`src/rtl/core/smte_pkg.sv`:
```
// ============================================================================
// SPI master transfer engine package
// Shared types and codes for the transfer engine core and its checker.
// ============================================================================
package smte_pkg;

    // Frame lengths in bits.
    localparam logic [4:0] FRAME_SHORT = 5'd8;
    localparam logic [4:0] FRAME_LONG  = 5'd16;

    // Operation codes carried by a request word.
    localparam logic [1:0] OP_TICK  = 2'd0;
    localparam logic [1:0] OP_WRITE = 2'd1;
    localparam logic [1:0] OP_READ  = 2'd2;

    // Configuration register indexes.
    localparam logic [2:0] CFG_CLOCK_POLARITY = 3'd0;
    localparam logic [2:0] CFG_CLOCK_PHASE    = 3'd1;
    localparam logic [2:0] CFG_LSB_FIRST      = 3'd2;
    localparam logic [2:0] CFG_FRAME_SIXTEEN  = 3'd3;
    localparam logic [2:0] CFG_RECEIVE_ONLY   = 3'd4;
    localparam logic [2:0] CFG_BAUD_SELECT    = 3'd5;
    localparam logic [2:0] CFG_IRQ_ENABLE     = 3'd6;

    typedef struct packed {
        logic [1:0]  operation;
        logic [15:0] write_data;
        logic        miso;
    } req_word_t;

    typedef struct packed {
        logic        sck;
        logic        mosi;
        logic        busy_res;
        logic        rx_ready;
        logic [15:0] read_data;
        logic        irq;
    } rsp_word_t;

endpackage

```
`src/rtl/core/spi_master_transfer_engine_core.sv`:
```
// ============================================================================
// SPI master transfer engine core
// Master-mode SPI shifter with programmable mode, frame size, bit order,
// baud divider and receive interrupt, driven one request word at a time.
// ============================================================================
// Each request word is a peripheral tick, a transmit write or a receive read,
// and every accepted word yields exactly one response word that shows the
// serial clock, MOSI, busy, ready, read data and interrupt as they stand after
// that word. The core accepts one request word per clock cycle: all of the
// state update for a word is a single combinational pass from the state
// registers into the next state and the response register, so the response
// appears in the cycle after acceptance. The only thing that holds the request
// side back is a full response register whose word is being stalled by the
// consumer; while it drains in the same cycle a new request is still taken.
// Configuration writes are always ready and take effect on the next word; a
// clock polarity write while no frame is running also moves SCK to the new
// idle level at once. The serial clock half period is 2^baud_select ticks;
// a frame of 8 or 16 bits therefore lasts 2 * bits * 2^baud_select ticks.
module spi_master_transfer_engine_core (
    input  logic                 clk,
    input  logic                 rst_n,
    // Request channel.
    input  logic                 req_valid,
    output logic                 req_stall,
    input  smte_pkg::req_word_t  req,
    // Response channel.
    output logic                 rsp_valid,
    input  logic                 rsp_stall,
    output smte_pkg::rsp_word_t  rsp,
    // Configuration write channel.
    input  logic                 cfg_valid,
    output logic                 cfg_ready,
    input  logic [2:0]           cfg_index,
    input  logic [2:0]           cfg_data
);

    // Configuration registers.
    logic       cpol_reg, cpha_reg, lsb_reg, f16_reg, rxonly_reg, irqen_reg;
    logic [2:0] baud_reg;

    // Engine state.
    logic [15:0] tx_reg, tx_next;
    logic [15:0] rx_reg, rx_next;
    logic [15:0] rbuf_reg, rbuf_next;
    logic [4:0]  bits_reg, bits_next;
    logic [6:0]  rate_reg, rate_next;
    logic        sck_reg, sck_next;
    logic        busy_reg, busy_next;
    logic        ready_reg, ready_next;

    // Response register.
    logic                rsp_valid_reg, rsp_valid_next;
    smte_pkg::rsp_word_t rsp_reg, rsp_next;

    // Scratch values of the combinational pass.
    logic        req_take;
    logic        cfg_take;
    logic [4:0]  frame_len;
    logic [7:0]  half_period;
    logic        level;
    logic [15:0] rx_sampled;
    logic [4:0]  bits_dec;
    logic        tx_bit;

    function automatic logic [15:0] frame_mask(input logic f16);
        frame_mask = f16 ? 16'hFFFF : 16'h00FF;
    endfunction

    function automatic logic [15:0] shift_tx(input logic [15:0] v, input logic lsb,
                                             input logic f16);
        logic [15:0] s;
        s = lsb ? (v >> 1) : (v << 1);
        shift_tx = s & frame_mask(f16);
    endfunction

    function automatic logic [15:0] sample_rx(input logic [15:0] v, input logic b,
                                              input logic lsb, input logic f16);
        logic [15:0] s;
        if (lsb)
        begin
            s = (v >> 1) | (f16 ? {b, 15'd0} : {8'd0, b, 7'd0});
        end
        else
        begin
            s = (v << 1) | {15'd0, b};
        end
        sample_rx = s & frame_mask(f16);
    endfunction

    // A response slot frees up when it is empty or drained this cycle.
    assign req_stall = rsp_valid_reg & rsp_stall;
    assign req_take  = req_valid & ~req_stall;
    assign cfg_ready = 1'b1;
    assign cfg_take  = cfg_valid & cfg_ready;

    assign frame_len   = f16_reg ? smte_pkg::FRAME_LONG : smte_pkg::FRAME_SHORT;
    assign half_period = 8'd1 << baud_reg;

    always_comb
    begin
        tx_next    = tx_reg;
        rx_next    = rx_reg;
        rbuf_next  = rbuf_reg;
        bits_next  = bits_reg;
        rate_next  = rate_reg;
        sck_next   = sck_reg;
        busy_next  = busy_reg;
        ready_next = ready_reg;
        level      = ~sck_reg;
        rx_sampled = sample_rx(rx_reg, req.miso, lsb_reg, f16_reg);
        bits_dec   = (bits_reg != 5'd0) ? (bits_reg - 5'd1) : bits_reg;

        if (req_take)
        begin
            case (req.operation)
                smte_pkg::OP_TICK:
                begin
                    if (busy_reg)
                    begin
                        if (({1'b0, rate_reg} + 8'd1) >= half_period)
                        begin
                            // Divider expired: the serial clock toggles.
                            rate_next = 7'd0;
                            sck_next  = level;
                            if (level != cpol_reg)
                            begin
                                // Leading edge.
                                if (!cpha_reg)
                                begin
                                    rx_next = rx_sampled;
                                end
                                else if (bits_reg != frame_len)
                                begin
                                    tx_next = shift_tx(tx_reg, lsb_reg, f16_reg);
                                end
                            end
                            else
                            begin
                                // Trailing edge closes one bit.
                                if (!cpha_reg)
                                begin
                                    tx_next = shift_tx(tx_reg, lsb_reg, f16_reg);
                                end
                                else
                                begin
                                    rx_next = rx_sampled;
                                end
                                bits_next = bits_dec;
                                if (bits_dec == 5'd0)
                                begin
                                    rbuf_next  = cpha_reg ? rx_sampled : rx_reg;
                                    ready_next = 1'b1;
                                    busy_next  = 1'b0;
                                    sck_next   = cpol_reg;
                                end
                            end
                        end
                        else
                        begin
                            rate_next = rate_reg + 7'd1;
                        end
                    end
                end
                smte_pkg::OP_WRITE:
                begin
                    if (!busy_reg)
                    begin
                        tx_next   = req.write_data & frame_mask(f16_reg);
                        rx_next   = 16'd0;
                        bits_next = frame_len;
                        rate_next = 7'd0;
                        sck_next  = cpol_reg;
                        busy_next = 1'b1;
                    end
                end
                smte_pkg::OP_READ:
                begin
                    ready_next = 1'b0;
                end
                default:
                begin
                    // The unused code leaves all state alone.
                end
            endcase
        end

        // A polarity write while idle moves the clock to its new idle level.
        if (cfg_take && (cfg_index == smte_pkg::CFG_CLOCK_POLARITY) && !busy_reg)
        begin
            sck_next = cfg_data[0];
        end
    end

    // Response word built from the state after the request.
    always_comb
    begin
        tx_bit = lsb_reg ? tx_next[0] : (f16_reg ? tx_next[15] : tx_next[7]);

        rsp_next.sck       = sck_next;
        rsp_next.mosi      = busy_next & ~rxonly_reg & tx_bit;
        rsp_next.busy_res  = busy_next;
        rsp_next.rx_ready  = ready_next;
        rsp_next.read_data = (req.operation == smte_pkg::OP_READ) ? rbuf_reg : 16'd0;
        rsp_next.irq       = ready_next & irqen_reg;

        if (req_take)
        begin
            rsp_valid_next = 1'b1;
        end
        else if (!rsp_stall)
        begin
            rsp_valid_next = 1'b0;
        end
        else
        begin
            rsp_valid_next = rsp_valid_reg;
        end
    end

    always_ff @(posedge clk or negedge rst_n)
    begin
        if (!rst_n)
        begin
            cpol_reg      <= 1'b0;
            cpha_reg      <= 1'b0;
            lsb_reg       <= 1'b0;
            f16_reg       <= 1'b0;
            rxonly_reg    <= 1'b0;
            baud_reg      <= 3'd0;
            irqen_reg     <= 1'b0;
            tx_reg        <= 16'd0;
            rx_reg        <= 16'd0;
            rbuf_reg      <= 16'd0;
            bits_reg      <= 5'd0;
            rate_reg      <= 7'd0;
            sck_reg       <= 1'b0;
            busy_reg      <= 1'b0;
            ready_reg     <= 1'b0;
            rsp_valid_reg <= 1'b0;
        end
        else
        begin
            if (cfg_take)
            begin
                case (cfg_index)
                    smte_pkg::CFG_CLOCK_POLARITY: cpol_reg   <= cfg_data[0];
                    smte_pkg::CFG_CLOCK_PHASE:    cpha_reg   <= cfg_data[0];
                    smte_pkg::CFG_LSB_FIRST:      lsb_reg    <= cfg_data[0];
                    smte_pkg::CFG_FRAME_SIXTEEN:  f16_reg    <= cfg_data[0];
                    smte_pkg::CFG_RECEIVE_ONLY:   rxonly_reg <= cfg_data[0];
                    smte_pkg::CFG_BAUD_SELECT:    baud_reg   <= cfg_data;
                    smte_pkg::CFG_IRQ_ENABLE:     irqen_reg  <= cfg_data[0];
                    default:
                    begin
                    end
                endcase
            end
            tx_reg        <= tx_next;
            rx_reg        <= rx_next;
            rbuf_reg      <= rbuf_next;
            bits_reg      <= bits_next;
            rate_reg      <= rate_next;
            sck_reg       <= sck_next;
            busy_reg      <= busy_next;
            ready_reg     <= ready_next;
            rsp_valid_reg <= rsp_valid_next;
        end
    end

    // The response payload needs no reset; it is loaded with every request.
    always_ff @(posedge clk)
    begin
        if (req_take)
        begin
            rsp_reg <= rsp_next;
        end
    end

    assign rsp_valid = rsp_valid_reg;
    assign rsp       = rsp_reg;

endmodule

```
`config.mk`:
```
export PLATFORM = sky130hd
export DESIGN_NAME = spi_master_transfer_engine_core
export DESIGN_NICKNAME = d
export VERILOG_FILES = /design/src/rtl/core/smte_pkg.sv /design/src/rtl/core/spi_master_transfer_engine_core.sv
export SDC_FILE = /design/constraint.sdc
export NUM_CORES = 1
export LEC_CHECK = 0
export BUFFER_PORTS_ARGS = -buffer_cell sky130_fd_sc_hd__buf_2
export CORE_MARGIN = 3
export CORE_UTILIZATION = 47
export DETAILED_ROUTE_END_ITERATION = 6
export PLACE_DENSITY_LB_ADDON = 0.3
export REMOVE_ABC_BUFFERS = 1
export SLEW_MARGIN = 15
export SYNTH_ARGS = -nofsm -noshare
export SYNTH_HDL_FRONTEND = slang
export SYNTH_SLANG_ARGS = --single-unit
```
`constraint.sdc`:
```
create_clock -name clk -period 5.2 [get_ports clk]
set_input_delay 0.78 -clock clk [delete_from_list [all_inputs] [get_ports clk]]
set_output_delay 0.78 -clock clk [all_outputs]
set_load 0.1 [all_outputs]
```
After elaboration in Yosys (flattened, before gate mapping)
Cells that the tools add are included.
Word-level totals
  output and inout bits: 24
  logic and storage cells: 136
  input port bits: 30
  bits in registers: 94
Operators by class
  muxes and demuxes: 55
  bitwise operators: 14
  add/subtract/negate cells: 3
  eq/ne operators: 19
  reductions and logical operators: 20
  magnitude comparators: 1
  shift-type cells: 1
Operators by type and width (count)
  two-way mux 16 bit: 18
  one-hot mux 16 bit (2 select lines): 2
  bitwise AND 16 bit: 3
  two-way mux 5 bit: 6
  two-way mux 1 bit: 21
  two-way mux 7 bit: 3
  AND reduction 6 bit: 3
  OR 15 x 16 -> 16 bit: 1
  OR 16 x 1 -> 16 bit: 1
  one-hot mux 7 bit (2 select lines): 1
  AND reduction 2 bit: 7
  != test 3 bit (second input constant): 4
  one-hot mux 5 bit (2 select lines): 1
  == test 3 bit (second input constant): 3
  adder 7 x 1 -> 8 bit (second input constant): 1
  greater-or-equal comparator 8 bit: 1
  != test 2 bit (second input constant): 4
  AND reduction 8 bit: 1
  left shift 1 x 3 -> 8 bit (first input constant): 1
  adder 7 x 1 -> 7 bit (second input constant): 1
  == test 3 x 2 -> 1 bit (second input constant): 2
  one-hot mux 1 bit (2 select lines): 3
  bitwise AND 1 bit: 5
  logical NOT 5 bit: 1
  other kinds (15): 19

Logic depth before layout (Yosys ltp)
  depth in word-level cells: 12
  depth in mapped cells: 13
  mapped depth without buffers: 12

Worst setup path after synthesis
OpenSTA, ideal clock, no wires.
  path type: register -> register
  start: reg baud_reg[0]
  end: reg rsp_reg, in the netlist rsp[20] (data pin)
  buffers on the path: 1
  setup time: 263 ps
  stages on the path, launching flop included: 10
  clock period less this slack: 2987 ps
  data required time: 4937 ps
  data arrival time: 2725 ps
  path slack: 2213 ps
  cells stage by stage: dfrtp_1 -> clkbuf_1 -> or3b_2 -> ha_1 -> a2111o_1 -> a21oi_4 -> nor2b_1 -> mux2_1 -> o221a_1 -> mux2_2
RTL lines
  start, declared: line spi_master_transfer_engine_core.sv:39  | logic [2:0] baud_reg;
  start signal, assigned: line spi_master_transfer_engine_core.sv:251  | smte_pkg::CFG_BAUD_SELECT: baud_reg <= cfg_data;
  end signal, assigned: line spi_master_transfer_engine_core.sv:275  | rsp_reg <= rsp_next;
  end, declared: line spi_master_transfer_engine_core.sv:53  | smte_pkg::rsp_word_t rsp_reg, rsp_next;

Worst setup path after layout
  start: reg rate_reg[0]
  end: reg rx_reg[3]
On the way
  word-level cells in the longest chain between the ends: 4
Ends and longest elaborated chain
  start, declared: line spi_master_transfer_engine_core.sv:46  | logic [6:0] rate_reg, rate_next;
  start signal, assigned: line spi_master_transfer_engine_core.sv:262  | rate_reg <= rate_next;
  adder 7 x 1 -> 8 bit: line spi_master_transfer_engine_core.sv:120  | if (({1'b0, rate_reg} + 8'd1) >= half_period)
  greater-or-equal comparator 8 bit: line spi_master_transfer_engine_core.sv:120
  != test 2 bit (no source line)
  AND reduction 6 bit (no source line)
  end signal, assigned: line spi_master_transfer_engine_core.sv:259  | rx_reg <= rx_next;
  end, declared: line spi_master_transfer_engine_core.sv:43  | logic [15:0] rx_reg, rx_next;
Every way passes these cells.
A chain may end at the register's enable or synchronous reset.

==> results <==
- The run finished with clean final reports.
- In this run, synthesis produced a sequential element count of 94.
- The critical path's largest stage delay is 0.87 ns.
- The cell area that synthesis handed to floorplanning was 5042 µm².
- Static timing analysis puts the maximum clock frequency at 303.4 MHz.
- The worst-case IR drop observed on VDD is 0.0002375 V.
- The total routing usage reported by global routing is 18.59%.
- The sequential share of the synthesized area is 48.73%.
- The final number of max-transition violations is 0.
- The number of gates resized after CTS is 0.
- The count of antenna-violating nets left after detailed routing is 0.
- On the critical path, the stage with the largest delay is an instance of o21ai_1.
- Counting tap cells, the placed design contains a total of 662 instances.
- The final standard cell utilization of the core is 53.89%.
- The number of instances in the synthesized netlist is 498.
- Summing the areas of all compound-gate instances in the mapped netlist gives 17.07% of the synthesized area.
- The number of different library cells used by synthesis comes to 61.
- The via count of the first global-routing pass is 3512.
- The class of the most critical setup path is flip-flop to flip-flop.
- The setup skew after layout is 0.01442 ns.
- Counting flops with a built-in enable in the synthesized netlist gives 21.
- The library cell used most frequently in the layout, excluding fill and tap cells, is dfrtp_1.
- The aggregate global routing overflow is 0.
- The worst-case setup slack after placement is 1.949 ns.
- The worst min-delay path category is input port to async pin.
- The clock insertion delay at the later pin of the skew report is 0.37 ns.
- On the critical path the largest part of the delay comes from compound AO/OA/AOI/OAI gates.
- In this run the mean area of a mapped cell was 10.13 µm².
- Setup repair after global routing left no endpoint under its margin.
- The top cell types in the final layout, fill and taps aside, are dfrtp_1 (73), nand2_1 (61), buf_2 (52).
- The number of port buffers is 52.
- The die covers 12010 µm².
- The number of failing setup endpoints in the final timing report is 0.
- The finished layout holds 678 standard cells, fillers aside.
- Across the run, the number of max-cap violations was 0.
- The DRC violations left is 0.
- The number of flip-flops under the largest register name is 21.
- The sort of element at the end of the critical path is a flip-flop.
- The detailed placement HPWL is 7355 µm.
- The first TritonRoute pass finished after 4 iterations.
- The main combinational cell family by area after synthesis is simple AND/OR/NAND/NOR gates.
- Across all layers, the routed design uses 3840 vias.
- For this design, the sink count on the clock tree is 94.
- The slew of the pin with the lowest slew margin is 1.113 ns.
- The growth of design area from synthesis to finish is 10.82%.
- The number of ports placed on the die boundary is 54.
- Buffers inserted to repair hold after CTS numbered 0.
- Dividing the detail-routed via count by the number of cells gives 5.664.
- The final hold violation count was 0.
- The tree is rooted in a clkbuf_8.
- The floorplan has 37 rows.
- The worst register-to-register path has a depth of 12.
- The total setup buffers inserted after CTS is 0.
- For this design the ratio of total power to cell area is 453.7 nW/µm².
- The final RePlAce weighted congestion is 0.8169.
- Counting the buffers created by CTS gives 9.
- Summed over all layers, the routed wires come to 10630 µm.
- The wire length of the first global-routing pass is 17540 µm.
- The count of buffering cells on the critical path with inverters included is 0.
- Setup total negative slack on the finished layout was measured at 0 ns.
- Data on the critical path arrives at its endpoint at 3.57 ns.
- The post-CTS clock slew at the launch and capture registers of the worst setup and hold paths is 0.10 ns.
- After Yosys synthesis, full adders, half adders and majority gates account for 2.730% of the synthesized area.
- The die is 109.6 µm tall.
- The logic depth of the worst setup path including buffers is 12.
- Entering global routing, the biggest net connects 54 pins.
- The post-route worst setup slack is 1.904 ns.
- The width of the die is 109.6 µm.
- Dividing the detail-routed wire length by the instance count gives 15.67 µm.
- The ratio of cells with drive above 1 in the final layout is 19.00%.
- After layout, the worst path uses 63.38% of the clock period.
- The most used flip-flop cell after synthesis is dfrtp_1.
- The antenna cell count is 0.
- TritonCTS built the clock tree.
- In this run the number of H-tree levels came out at 3.
- The routed design could run at a clock period as short as 3.296 ns.
- The detailed router finished its first iteration with 201 violations.
- The initial core utilization is 48.62%.
- The simple-gate share of the synthesized area is 17.42%.
- In the synthesized netlist, mux cells make up 9.429% of the area.
- In this run the tightest slew margin relative to its limit is 25.29%.
- The number of antenna violations at the first check in global routing came to 0.
- After the last flow step, the layout net total stands at 578.
- STA classifies the critical path startpoint as a flip-flop.
- Walking the worst path, the cells encountered are ha_1 > nand3_1 > nor2_1 > xor2_1 > ha_1 > nand2_1 > o21ai_0 > a21oi_4 > a21oi_1 > o21ai_1 > nand2_1 > o21ai_0.
- The required time of the critical path is 5.48 ns.
- The placeable core region is 10370 µm².
- For this run, asynchronously set or reset flops after synthesis account for 77.66%.
- In this run the worst path has a maximum fanout of 16.
- No sink is reached through more buffers than the 2 on the longest clock path.
- The Yosys step of the flow raised 0 warnings.
- The synthesized netlist devotes 1.390% of its cell area to XOR and XNOR gates.
- On the final layout, the worst hold slack is 0.3703 ns.
- The standby leakage power is 2.480 nW.
worst paths after layout:
check	from	to	slack, ns
worst min-delay path	rst_n	tx_reg[5]$_DFFE_PN0P_	0.37
worst max-delay path	rate_reg[0]$_DFFE_PN0P_	rx_reg[3]$_DFFE_PN0P_	1.90
max in group asynchronous	rst_n	tx_reg[11]$_DFFE_PN0P_	3.77
worst min register to register	rbuf_reg[15]$_DFFE_PN0P_	rbuf_reg[15]$_DFFE_PN0P_	0.49
min in group clk	rbuf_reg[15]$_DFFE_PN0P_	rbuf_reg[15]$_DFFE_PN0P_	0.49
worst max register to register	rate_reg[0]$_DFFE_PN0P_	rx_reg[3]$_DFFE_PN0P_	1.90
metrics by stage:
step / power, mW / area (µm²)
final: 2.535 / 5588
after global routing: 2.707 / 5588
after CTS: 2.553 / 5588
after detailed placement: 2.016 / 5374
after global placement: 1.976 / 5374
after floorplan: 1.796 / 4921
power by group:
part / internal, mW / switching [mW]
clock network: 0.274 / 0.262
logic: 0.385 / 0.509
registers: 0.918 / 0.187
total: 1.58 / 0.957
area by class of cell:
class | count | area, µm²
clock inverters | 5 | 82.58
fillers | 953 | 4782
well taps | 136 | 170.2
repair buffers | 55 | 282.8
inverters | 10 | 37.54
multi-input cells | 367 | 2426
clock buffers | 11 | 131.4
flip-flops and latches | 94 | 2457
layer usage:
| layer | GRT usage [%] | up-vias | share of wire (%) |
|---|---|---|---|
| met5 | 0 | - | 0 |
| met4 | 7.302 | 0 | 1.9 |
| met3 | 2.760 | 14 | 4.5 |
| met2 | 28.47 | 87 | 46 |
| met1 | 26.66 | 1845 | 47 |
| li1 | - | 1894 | - |
Yosys cell counts (all sizes together) (2+ instances only):
master | instances | share of area (%)
a21o | 2 | 0.30
a21oi | 24 | 2.6
a22oi | 2 | 0.30
a2bb2oi | 13 | 2.3
a31oi | 12 | 1.5
a32o | 10 | 2.0
and2 | 4 | 0.50
and3 | 17 | 2.1
and3b | 2 | 0.37
buf | 9 | 1.1
clkbuf | 18 | 1.3
dfrtp | 73 | 36
edfxtp | 21 | 13
ha | 11 | 2.7
inv | 9 | 0.67
mux2 | 20 | 4.5
mux2i | 25 | 5.0
nand2 | 61 | 4.5
nand2b | 6 | 0.74
nand3 | 9 | 0.89
nand3b | 4 | 0.60
nand4 | 2 | 0.25
nand4b | 2 | 0.35
nor2 | 31 | 2.4
nor2b | 12 | 1.5
nor3 | 7 | 0.69
nor3b | 7 | 1.2
o21ai | 52 | 5.2
o31ai | 2 | 0.40
or2 | 2 | 0.25
or3b | 3 | 0.57
xnor2 | 3 | 0.52
xor2 | 5 | 0.87
cells by family (layout without fill, tap and decap cells):
family	Yosys count	after routing
AOI/OAI and AO/OA	130	130
xor gates and xnor gates	8	8
adders and majority gates	11	11
buffers and inverters	37	81
DFF	94	94
muxes	45	45
other	1	1
and+or+nand+nor	172	172
Power figures use the tool's default switching activity.
